$ cat config.mk
export PLATFORM = sky130hd
export DESIGN_NAME = rotary_combination_lock_core
export DESIGN_NICKNAME = d
export VERILOG_FILES = /design/src/hw/rtl/rcl_pkg.sv /design/src/hw/rtl/rotary_combination_lock_core.sv
export SDC_FILE = /design/constraint.sdc
export NUM_CORES = 1
export LEC_CHECK = 0
export ABC_AREA = 1
export BUFFER_PORTS_ARGS = -buffer_cell sky130_fd_sc_hd__buf_2
export CAP_MARGIN = 30
export CORE_ASPECT_RATIO = 0.8
export CORE_UTILIZATION = 50
export CTS_CLUSTER_SIZE = 12
export DETAILED_ROUTE_END_ITERATION = 10
export GPL_ROUTABILITY_DRIVEN = 0
export PLACE_DENSITY = 0.75
export SYNTH_ARGS = -nofsm -noshare
export SYNTH_HDL_FRONTEND = slang
export SYNTH_SLANG_ARGS = --single-unit
$ cat constraint.sdc
create_clock -name clk -period 19.1 [get_ports clk]
set_input_delay 0.955 -clock clk [delete_from_list [all_inputs] [get_ports clk]]
set_output_delay 0.955 -clock clk [all_outputs]
set_load 0.01 [all_outputs]
$ cat src/hw/rtl/rcl_pkg.sv
// shared constants, register map and digit helper for the rotary combination lock
package rcl_pkg;

  localparam int unsigned CODE_LEN_DEF = 4;
  localparam int unsigned NUM_CODE     = 4;

  localparam logic [3:0]  CODE0_RST   = 4'd8;
  localparam logic [3:0]  CODE1_RST   = 4'd4;
  localparam logic [3:0]  CODE2_RST   = 4'd1;
  localparam logic [3:0]  CODE3_RST   = 4'd3;
  localparam logic [31:0] TIMEOUT_RST = 32'd10000;

  // input actions
  localparam logic [1:0] ACT_SAMPLE = 2'd0;
  localparam logic [1:0] ACT_BUTTON = 2'd1;
  localparam logic [1:0] ACT_TICK   = 2'd2;

  // result events
  localparam logic [1:0] EV_NONE    = 2'd0;
  localparam logic [1:0] EV_OPENED  = 2'd1;
  localparam logic [1:0] EV_WRONG   = 2'd2;
  localparam logic [1:0] EV_TIMEOUT = 2'd3;

  // configuration register indexes
  localparam logic [2:0] REG_CODE0   = 3'd0;
  localparam logic [2:0] REG_CODE1   = 3'd1;
  localparam logic [2:0] REG_CODE2   = 3'd2;
  localparam logic [2:0] REG_CODE3   = 3'd3;
  localparam logic [2:0] REG_TIMEOUT = 3'd4;

  // ceil(2^19 / 10), exact quotient for any 16-bit magnitude
  localparam logic [16:0] RECIP10 = 17'd52429;

  // |p| mod 10, mirrored for negative positions
  function automatic logic [3:0] digit_of(input logic signed [15:0] p);
    logic [15:0] mag;
    logic [32:0] prod;
    logic [15:0] quo;
    logic [15:0] rem;
    logic [3:0]  d;
    mag  = p[15] ? 16'(-p) : 16'(p);
    prod = 33'(mag) * 33'(RECIP10);
    quo  = 16'(prod >> 19);
    rem  = mag - 16'((quo << 3) + (quo << 1));
    d    = rem[3:0];
    if (p[15] && d != 4'd0) begin
      d = 4'd10 - d;
    end
    return d;
  endfunction

endpackage

$ cat src/hw/rtl/rotary_combination_lock_core.sv
// rotary combination lock: input register, single-pass update logic, result register
// flow: an accepted input is held in the input register, and its result in the result register until taken
// throughput: one item per cycle while out_ready stays high; input and result registers decouple the two channels
// the update path is one pass: a 16x17 reciprocal multiply for the dial digit and a 32-bit tick add
// reset (rst_n low, synchronous): locked, solenoid off, timer stopped, code 8-4-1-3, timeout 10000
// entered digits are not reset; every slot is written before it is compared
module rotary_combination_lock_core
  import rcl_pkg::*;
#(
  parameter int unsigned CODE_LEN = CODE_LEN_DEF
) (
  input  logic               clk,
  input  logic               rst_n,
  input  logic               in_valid,
  output logic               in_ready,
  input  logic [1:0]         in_action,
  input  logic signed [15:0] in_dial_position,
  input  logic               in_long_press,
  output logic               out_valid,
  input  logic               out_ready,
  output logic               out_solenoid_on,
  output logic               out_entry_mode,
  output logic [2:0]         out_digit_slot,
  output logic [3:0]         out_dial_digit,
  output logic [1:0]         out_event_code,
  input  logic               cfg_valid,
  output logic               cfg_ready,
  input  logic [2:0]         cfg_index,
  input  logic [31:0]        cfg_data
);

  localparam int unsigned SLOT_W = $clog2(CODE_LEN + 2);

  // configuration
  logic [3:0]  code_r [NUM_CODE];
  logic [31:0] timeout_r;

  // input register
  logic               in_valid_r;
  logic [1:0]         action_r;
  logic signed [15:0] pos_r;
  logic               long_r;

  // lock state
  logic               locked_r, locked_nxt;
  logic [SLOT_W-1:0]  slot_r, slot_nxt;
  logic               turn_up_r, turn_up_nxt;
  logic signed [15:0] last_pos_r, last_pos_nxt;
  logic [3:0]         last_digit_r, last_digit_nxt;
  logic               sol_r, sol_nxt;
  logic               running_r, running_nxt;
  logic [31:0]        ticks_r, ticks_nxt;
  logic [3:0]         entered_r [CODE_LEN];

  // result register
  logic       out_valid_r;
  logic       out_sol_r;
  logic       out_entry_r;
  logic [2:0] out_slot_r;
  logic [3:0] out_digit_r;
  logic [1:0] out_ev_r;

  logic              advance;
  logic [1:0]        ev_nxt;
  logic              dig_we;
  logic [3:0]        pos_digit;
  logic [SLOT_W-1:0] slot_inc;
  logic              code_ok;
  logic [3:0]        code_ext [CODE_LEN];
  logic [31:0]       ticks_sat;
  logic              up;
  logic [SLOT_W+2:0] slot_ext;

  assign advance   = in_valid_r && (!out_valid_r || out_ready);
  assign in_ready  = !in_valid_r || advance;
  assign cfg_ready = 1'b1;

  for (genvar g = 0; g < CODE_LEN; g++) begin : g_code
    if (g < NUM_CODE) begin : g_reg
      assign code_ext[g] = code_r[g];
    end else begin : g_zero
      assign code_ext[g] = 4'd0;
    end
  end

  always_comb begin
    code_ok = 1'b1;
    for (int i = 0; i < CODE_LEN; i++) begin
      if (entered_r[i] != code_ext[i]) begin
        code_ok = 1'b0;
      end
    end
  end

  assign pos_digit = digit_of(pos_r);
  assign slot_inc  = slot_r + 1'b1;
  assign up        = pos_r > last_pos_r;
  assign ticks_sat = (ticks_r == '1) ? ticks_r : ticks_r + 32'd1;

  always_comb begin
    locked_nxt     = locked_r;
    slot_nxt       = slot_r;
    turn_up_nxt    = turn_up_r;
    last_pos_nxt   = last_pos_r;
    last_digit_nxt = last_digit_r;
    sol_nxt        = sol_r;
    running_nxt    = running_r;
    ticks_nxt      = ticks_r;
    ev_nxt         = EV_NONE;
    dig_we         = 1'b0;
    case (action_r)
      ACT_SAMPLE: begin
        if (pos_r != last_pos_r && !locked_r) begin
          running_nxt = 1'b1;
          ticks_nxt   = '0;
          if (slot_r == '0) begin
            turn_up_nxt = up;
            slot_nxt    = SLOT_W'(1);
          end else if (turn_up_r != up) begin
            turn_up_nxt = up;
            slot_nxt    = slot_inc;
            // reversal past the last slot closes the entry
            if (slot_inc > SLOT_W'(CODE_LEN)) begin
              sol_nxt    = code_ok;
              ev_nxt     = code_ok ? EV_OPENED : EV_WRONG;
              slot_nxt   = '0;
              locked_nxt = 1'b1;
            end
          end
          last_pos_nxt   = pos_r;
          last_digit_nxt = pos_digit;
          dig_we         = (slot_nxt != '0);
        end
      end
      ACT_BUTTON: begin
        if (!long_r) begin
          locked_nxt = !locked_r;
          if (locked_r) begin
            slot_nxt = '0;
          end
        end
        running_nxt = 1'b1;
        ticks_nxt   = '0;
      end
      ACT_TICK: begin
        if (running_r) begin
          ticks_nxt = ticks_sat;
          if (ticks_sat > timeout_r) begin
            running_nxt = 1'b0;
            locked_nxt  = 1'b1;
            sol_nxt     = 1'b0;
            ev_nxt      = EV_TIMEOUT;
          end
        end
      end
      default: begin
      end
    endcase
  end

  assign slot_ext = {3'b000, slot_nxt};

  always_ff @(posedge clk) begin
    if (!rst_n) begin
      code_r[0] <= CODE0_RST;
      code_r[1] <= CODE1_RST;
      code_r[2] <= CODE2_RST;
      code_r[3] <= CODE3_RST;
      timeout_r <= TIMEOUT_RST;
    end else if (cfg_valid && cfg_ready) begin
      case (cfg_index)
        REG_CODE0:   code_r[0] <= cfg_data[3:0];
        REG_CODE1:   code_r[1] <= cfg_data[3:0];
        REG_CODE2:   code_r[2] <= cfg_data[3:0];
        REG_CODE3:   code_r[3] <= cfg_data[3:0];
        REG_TIMEOUT: timeout_r <= cfg_data;
        default: begin
        end
      endcase
    end
  end

  always_ff @(posedge clk) begin
    if (!rst_n) begin
      in_valid_r <= 1'b0;
    end else if (in_ready) begin
      in_valid_r <= in_valid;
    end
  end

  always_ff @(posedge clk) begin
    if (in_valid && in_ready) begin
      action_r <= in_action;
      pos_r    <= in_dial_position;
      long_r   <= in_long_press;
    end
  end

  always_ff @(posedge clk) begin
    if (!rst_n) begin
      locked_r     <= 1'b1;
      slot_r       <= '0;
      turn_up_r    <= 1'b0;
      last_pos_r   <= '0;
      last_digit_r <= 4'd0;
      sol_r        <= 1'b0;
      running_r    <= 1'b0;
      ticks_r      <= '0;
    end else if (advance) begin
      locked_r     <= locked_nxt;
      slot_r       <= slot_nxt;
      turn_up_r    <= turn_up_nxt;
      last_pos_r   <= last_pos_nxt;
      last_digit_r <= last_digit_nxt;
      sol_r        <= sol_nxt;
      running_r    <= running_nxt;
      ticks_r      <= ticks_nxt;
    end
  end

  // the digit lands in the slot the update leaves current
  for (genvar g = 0; g < CODE_LEN; g++) begin : g_entered
    always_ff @(posedge clk) begin
      if (advance && dig_we && slot_nxt == SLOT_W'(g + 1)) begin
        entered_r[g] <= pos_digit;
      end
    end
  end

  always_ff @(posedge clk) begin
    if (!rst_n) begin
      out_valid_r <= 1'b0;
    end else if (advance) begin
      out_valid_r <= 1'b1;
    end else if (out_ready) begin
      out_valid_r <= 1'b0;
    end
  end

  always_ff @(posedge clk) begin
    if (advance) begin
      out_sol_r   <= sol_nxt;
      out_entry_r <= !locked_nxt;
      out_slot_r  <= slot_ext[2:0];
      out_digit_r <= last_digit_nxt;
      out_ev_r    <= ev_nxt;
    end
  end

  assign out_valid       = out_valid_r;
  assign out_solenoid_on = out_sol_r;
  assign out_entry_mode  = out_entry_r;
  assign out_digit_slot  = out_slot_r;
  assign out_dial_digit  = out_digit_r;
  assign out_event_code  = out_ev_r;

`ifndef SYNTHESIS
  a_slot_range: assert property (@(posedge clk) disable iff (!rst_n)
    slot_r <= SLOT_W'(CODE_LEN))
    else $error("slot index beyond code length");

  a_digit_range: assert property (@(posedge clk) disable iff (!rst_n)
    last_digit_r <= 4'd9)
    else $error("dial digit above nine");

  a_open_energises: assert property (@(posedge clk) disable iff (!rst_n)
    out_valid_r && out_ev_r == EV_OPENED |-> out_sol_r && !out_entry_r)
    else $error("opened event without solenoid or with entry open");

  a_timeout_locks: assert property (@(posedge clk) disable iff (!rst_n)
    out_valid_r && out_ev_r == EV_TIMEOUT |-> !out_sol_r && !out_entry_r)
    else $error("timeout event left lock open or solenoid on");

  a_item_moves: assert property (@(posedge clk) disable iff (!rst_n)
    in_valid_r && !out_valid_r |=> out_valid_r)
    else $error("held item not moved into result register");
`endif

endmodule

[Word level (Yosys, flattened, before mapping)]
Memories as Yosys holds them, arrays and structs flattened.
Cells that the tools add are included.
Cells by class
  add/subtract/negate cells: 6
  multiply operators: 1
  order comparisons: 3
  eq/ne operators: 19
  muxes and demuxes: 92
  bitwise logic cells: 4
  reductions and logical operators: 31
Operator list (count)
  $mux 32: 3
  $pmux 32 s3: 1
  $mux 1: 54
  $mux 4: 10
  $add 32x1->32 const B: 1
  $eq 32x32->1 const B: 1
  $gt 32x32->1: 1
  $mux 3: 8
  $mul 16x16->22 const B: 1
  $mux 2: 10
  $gt 16x16->1: 1
  $mux 16: 1
  $ne 16x16->1: 1
  $ne 4x4->1: 4
  $neg 16->16: 1
  $eq 3x2->1 const B: 4
  $reduce_or 4->1: 3
  $logic_and 1x1->1: 9
  $reduce_and 4->1: 2
  $eq 3x1->1 const B: 2
  $eq 3x3->1 const B: 2
  $logic_not 3->1: 2
  $pmux 1 s3: 2
  $pmux 3 s2: 1
  other kinds (20): 31
Word-level totals
  register bits after elaboration: 123
  RAM bits: 32
  input port bits: 59
  output and inout port bits: 14
  word-level logic and storage cells: 177
  memories kept: 2
Memories
  code_r: depth 4, bits a word 4, read ports 4, clocked after Yosys merged registers in 0, write ports 4, RTL line rotary_combination_lock_core.sv:35  | logic [3:0] code_r [NUM_CODE];
  entered_r: depth 4, bits a word 4, read ports 4, clocked after Yosys merged registers in 0, write ports 1, RTL line rotary_combination_lock_core.sv:53  | logic [3:0] entered_r [CODE_LEN];

[Longest topological paths before layout]
  depth in word-level cells: 18
  gate-level depth with buffers: 39

[Least setup slack after synthesis]
OpenSTA, ideal clock, no wires.
  path kind: reg-to-reg
  start point: register pos_r[0]
  end point: register out_digit_r[2] (netlist: out_dial_digit[2]), data pin
  setup time: 249 ps
  arrival: 6947 ps
  data required time: 18851 ps
  path slack: 11904 ps
  stages on the path, launching flop included: 36
  cell sequence: edfxtp_1 > inv_2 > ha_1 > nand2_1 > o21ai_4 > xor2_1 > nor2_1 > nor2_1 > inv_1 > fa_1 > fa_1 > fa_1 > inv_1 > fa_1 > inv_1 > fa_1 > inv_1 > ha_1 > clkbuf_1 > a31o_2 > a221oi_1 > o221ai_1 > xor2_1 > ha_1 > nor3b_1 > nand2_1 > nand2_1 > nand2_1 > nand3_2 > nand2_2 > nand2_4 > nand2_4 > nand2_2 > nand3_1 > nand2_1 > inv_1
On the way
  cells in the longest elaborated chain, start to end: 10
  elaborated cells between the ends (all ways): 13
RTL lines
  start, declared: RTL line rotary_combination_lock_core.sv:41  | logic signed [15:0] pos_r;
  start signal, assigned: RTL line rotary_combination_lock_core.sv:194  | pos_r <= in_dial_position;
  branches (longest 8 deep; another with $mul 16x16->22)
  $mux 4 (*): RTL line rotary_combination_lock_core.sv:113  | if (pos_r != last_pos_r && !locked_r) begin
  $mux 4 (*): RTL line rotary_combination_lock_core.sv:111  | case (action_r)
  net last_digit_nxt[2]: RTL line rotary_combination_lock_core.sv:49  | logic [3:0] last_digit_r, last_digit_nxt;
  end signal, assigned: RTL line rotary_combination_lock_core.sv:245  | out_digit_r <= last_digit_nxt;
  end, declared: RTL line rotary_combination_lock_core.sv:60  | logic [3:0] out_digit_r;
Mark *: on every way through the listed nets, which the timed path passes.
A chain may end at the register's enable or synchronous reset.

[Final worst setup path]
  start point: register pos_r[15]
  end point: register out_digit_r[1] (netlist: out_dial_digit[1]), data pin
The elaborated chain is that of the path after synthesis.

==> impl_metrics.json <==
{
  "hold_violations": 0,
  "critPathMaxFanout": 23,
  "critPathArrivalTime_ps": 8320,
  "cts_setup_buffers": 0,
  "cts_buffer_depth": 2,
  "grt_max_degree": 57,
  "num_rows": 50,
  "vias": 9987,
  "worst_path_most_repeated_cell": "inv_1",
  "ys_types": 48,
  "via_per_inst": 5.22,
  "die_h_microns": 141,
  "numPortBuffers": 71,
  "cts_tree": "done",
  "endpoint": "out_dial_digit[1]",
  "boundaryPins": 73,
  "synth-async-reset-ratio_pct": 0,
  "area_growth_pct": 10.2,
  "use_met1_pct": 37.4,
  "tightest_slew_ps": 1020,
  "worst-setup-path-type": "flip-flop to flip-flop",
  "top_usage_layer": "met1",
  "final_area_sq_um": 13400,
  "cts.root.buffer_cell": "clkbuf_16",
  "cts_resized": 0,
  "r2r_end": "out_dial_digit[1]",
  "start_util_pct": 51.4,
  "cts_max_level": 4,
  "layout-drive-gt1-share_pct": 9.81,
  "start_kind": "flip-flop",
  "r2r_cells": 34,
  "ys.flop_type": "dfxtp_1",
  "synth_area_sq_um": 12200,
  "die_area_sq_um": 25000,
  "clk_pin_slew_ps": 70,
  "drc": 0,
  "insertedDiodeCount": 0,
  "syn-num-nets": 1785,
  "rrSetupSlack_ps": 10960,
  "yosysSeqAreaShare_pct": 30.6,
  "wire_per_inst_microns": 15.3,
  "rsz0062_at_grt": "no",
  "postSynthAreaPerCell_sq_um": 7.97,
  "dp_hpwl_mm": 23.2,
  "drtPass1Iterations": 5,
  "grt_pass1_wl_mm": 47.4,
  "placed_area_sq_um": 12800,
  "crit_required_ps": 19280,
  "pre_cts_ws_ps": 11060,
  "drtAntennaViolNets": 0,
  "clk_latency_ps": 420,
  "max_stage_delay_ps": 980,
  "end_kind": "flip-flop",
  "hold_path_class": "flip-flop to flip-flop",
  "core_sq_um": 23600,
  "outcome": "complete, no violations",
  "die_x_microns": 176,
  "report.final.setup_viol": 0,
  "grt_pass1_vias": 9374,
  "slowest_stage": "edfxtp_1",
  "slew_headroom_pct": 31.7,
  "cts_buffers": 17,
  "track_usage_pct": 24.2,
  "drv_cap": 0,
  "drt_wl_total_mm": 29.2,
  "critPathLaunch": "pos_r[15]",
  "netlist_instances": 1526,
  "drtIter0Drc": 908,
  "grt-ovfl-total": 0,
  "cts.sinks": 155,
  "reg2reg_from": "pos_r[15]",
  "period_needed_ps": 8140,
  "setup_ws_ps": 10960,
  "finalSetupTns_ps": 0,
  "max_freq_mhz": 123,
  "antenna_found_initial": 0,
  "finalMaxSlewViolations": 0,
  "cts_hold_buf": 0,
  "period_share_pct": 42.6,
  "synth-seq-cells": 155,
  "met3_usage_pct": 5.47,
  "final_nets": 1846,
  "fin_util_pct": 56.7,
  "yosys_warnings": 0,
  "synth_edf_count": 62,
  "skew_ps": 13.1,
  "use_met2_pct": 34.3
}
==> layout make-up <==
cell class,instances,area (sq um)
Clock buffer,22,518
Clock inverter,10,85.1
Fill cell,2096,10200
Inverter,301,1130
Multi-Input combinational cell,1037,7140
Sequential cell,155,3720
Tap cell,312,390
Timing Repair Buffer,75,418
==> cell usage in the layout (no fill, tap or decap), types with 5 or more instances in the layout <==
cell       count
a21oi_1      127
nor4_1        12
o21ai_0       67
buf_2         71
nor2_2         5
nor3_1        17
fa_1          60
nand4_1       18
edfxtp_1      62
nand3_1       46
inv_1        295
xor2_1        37
nand3_2        9
nand2_2       19
inv_6          6
nor2_1       101
o211ai_1      11
dfxtp_1       93
clkbuf_16     20
nand2_1      304
o21a_1         5
ha_1         140
xnor2_1       26
==> layer usage <==
metal  up-vias  routed length (microns)
met1      4596                    14800
met2       361                    11700
met5         -                        0
met3        25                     2360
li1       5005                        -
met4         0                      305
==> worst min path at each step <==
stage / start / endpoint / slack (ps) / depth (start not counted)
after floorplan: last_digit_r[0] / last_digit_r[0] / 420 / 2
after global placement: last_digit_r[0] / last_digit_r[0] / 440 / 2
after detailed placement: last_digit_r[0] / last_digit_r[0] / 450 / 2
after CTS: last_digit_r[0] / last_digit_r[0] / 460 / 2
after global routing: timeout_r[16] / timeout_r[16] / 490 / 2
final: last_digit_r[0] / last_digit_r[0] / 460 / 2
==> synthesized netlist by cell type (3+ instances only) <==
cell type / instances / area share (%)
fa_1: 60 / 9.9
o21ai_0: 67 / 2.8
inv_1: 295 / 9.1
nand2_2: 19 / 0.98
clkbuf_1: 22 / 0.68
o211ai_1: 11 / 0.68
nor2_2: 5 / 0.26
a211oi_1: 4 / 0.25
or2_2: 3 / 0.15
inv_2: 4 / 0.12
nand3_1: 47 / 1.9
dfxtp_1: 93 / 15
xnor2_1: 26 / 1.9
xor2_1: 37 / 2.7
nand3_2: 8 / 0.66
edfxtp_1: 62 / 15
nand2_4: 4 / 0.37
nand2_1: 304 / 9.4
buf_2: 5 / 0.21
nand4_1: 18 / 0.93
nor4_1: 12 / 0.62
a21oi_1: 127 / 5.2
nor3_1: 17 / 0.70
ha_1: 140 / 14
o21a_1: 5 / 0.31
nor2_1: 101 / 3.1
nand3b_1: 3 / 0.19
==> logic make-up after synthesis <==
family	after synthesis	share of synthesized area, %
DFF	155	30.6
AOI/OAI and AO/OA	225	9.99
and+or+nand+nor	548	19.8
buffers and inverters	334	10.7
other	1	0.0308
adders and majority gates	200	24.3
xor gates and xnor gates	63	4.54
==> worst max-delay path: cells and delay by family, from the launching register on <==
| family | cells | cell delay, ps |
|---|---|---|
| adder cells (fa/ha/maj) | 8 | 3490 |
| AND/OR/NAND/NOR | 15 | 1650 |
| flip-flops | 1 | 980 |
| XOR/XNOR | 2 | 710 |
| buffers and inverters | 7 | 600 |
| AO/OA/AOI/OAI | 2 | 450 |
==> registers in the layout (all words and copies together) (netlist names), 4 cells and up <==
register / flops
last_pos_r: 16
last_digit_r: 4
entered_r: 16
pos_r: 16
ticks_r: 32
timeout_r: 32
out_dial_digit: 4
code_r: 16
==> through the flow <==
stage / cells / hold slack (ps)
4_1_cts: 1910 / 455
3_3_place_gp: 1878 / 439
3_5_place_dp: 1878 / 446
5_1_grt: 1912 / 487
6_report: 1912 / 455
2_1_floorplan: 1526 / 425
Power is left out: the tool's default activity adds up to more than one toggle a clock period on the data nets, which glitch-free logic cannot reach.
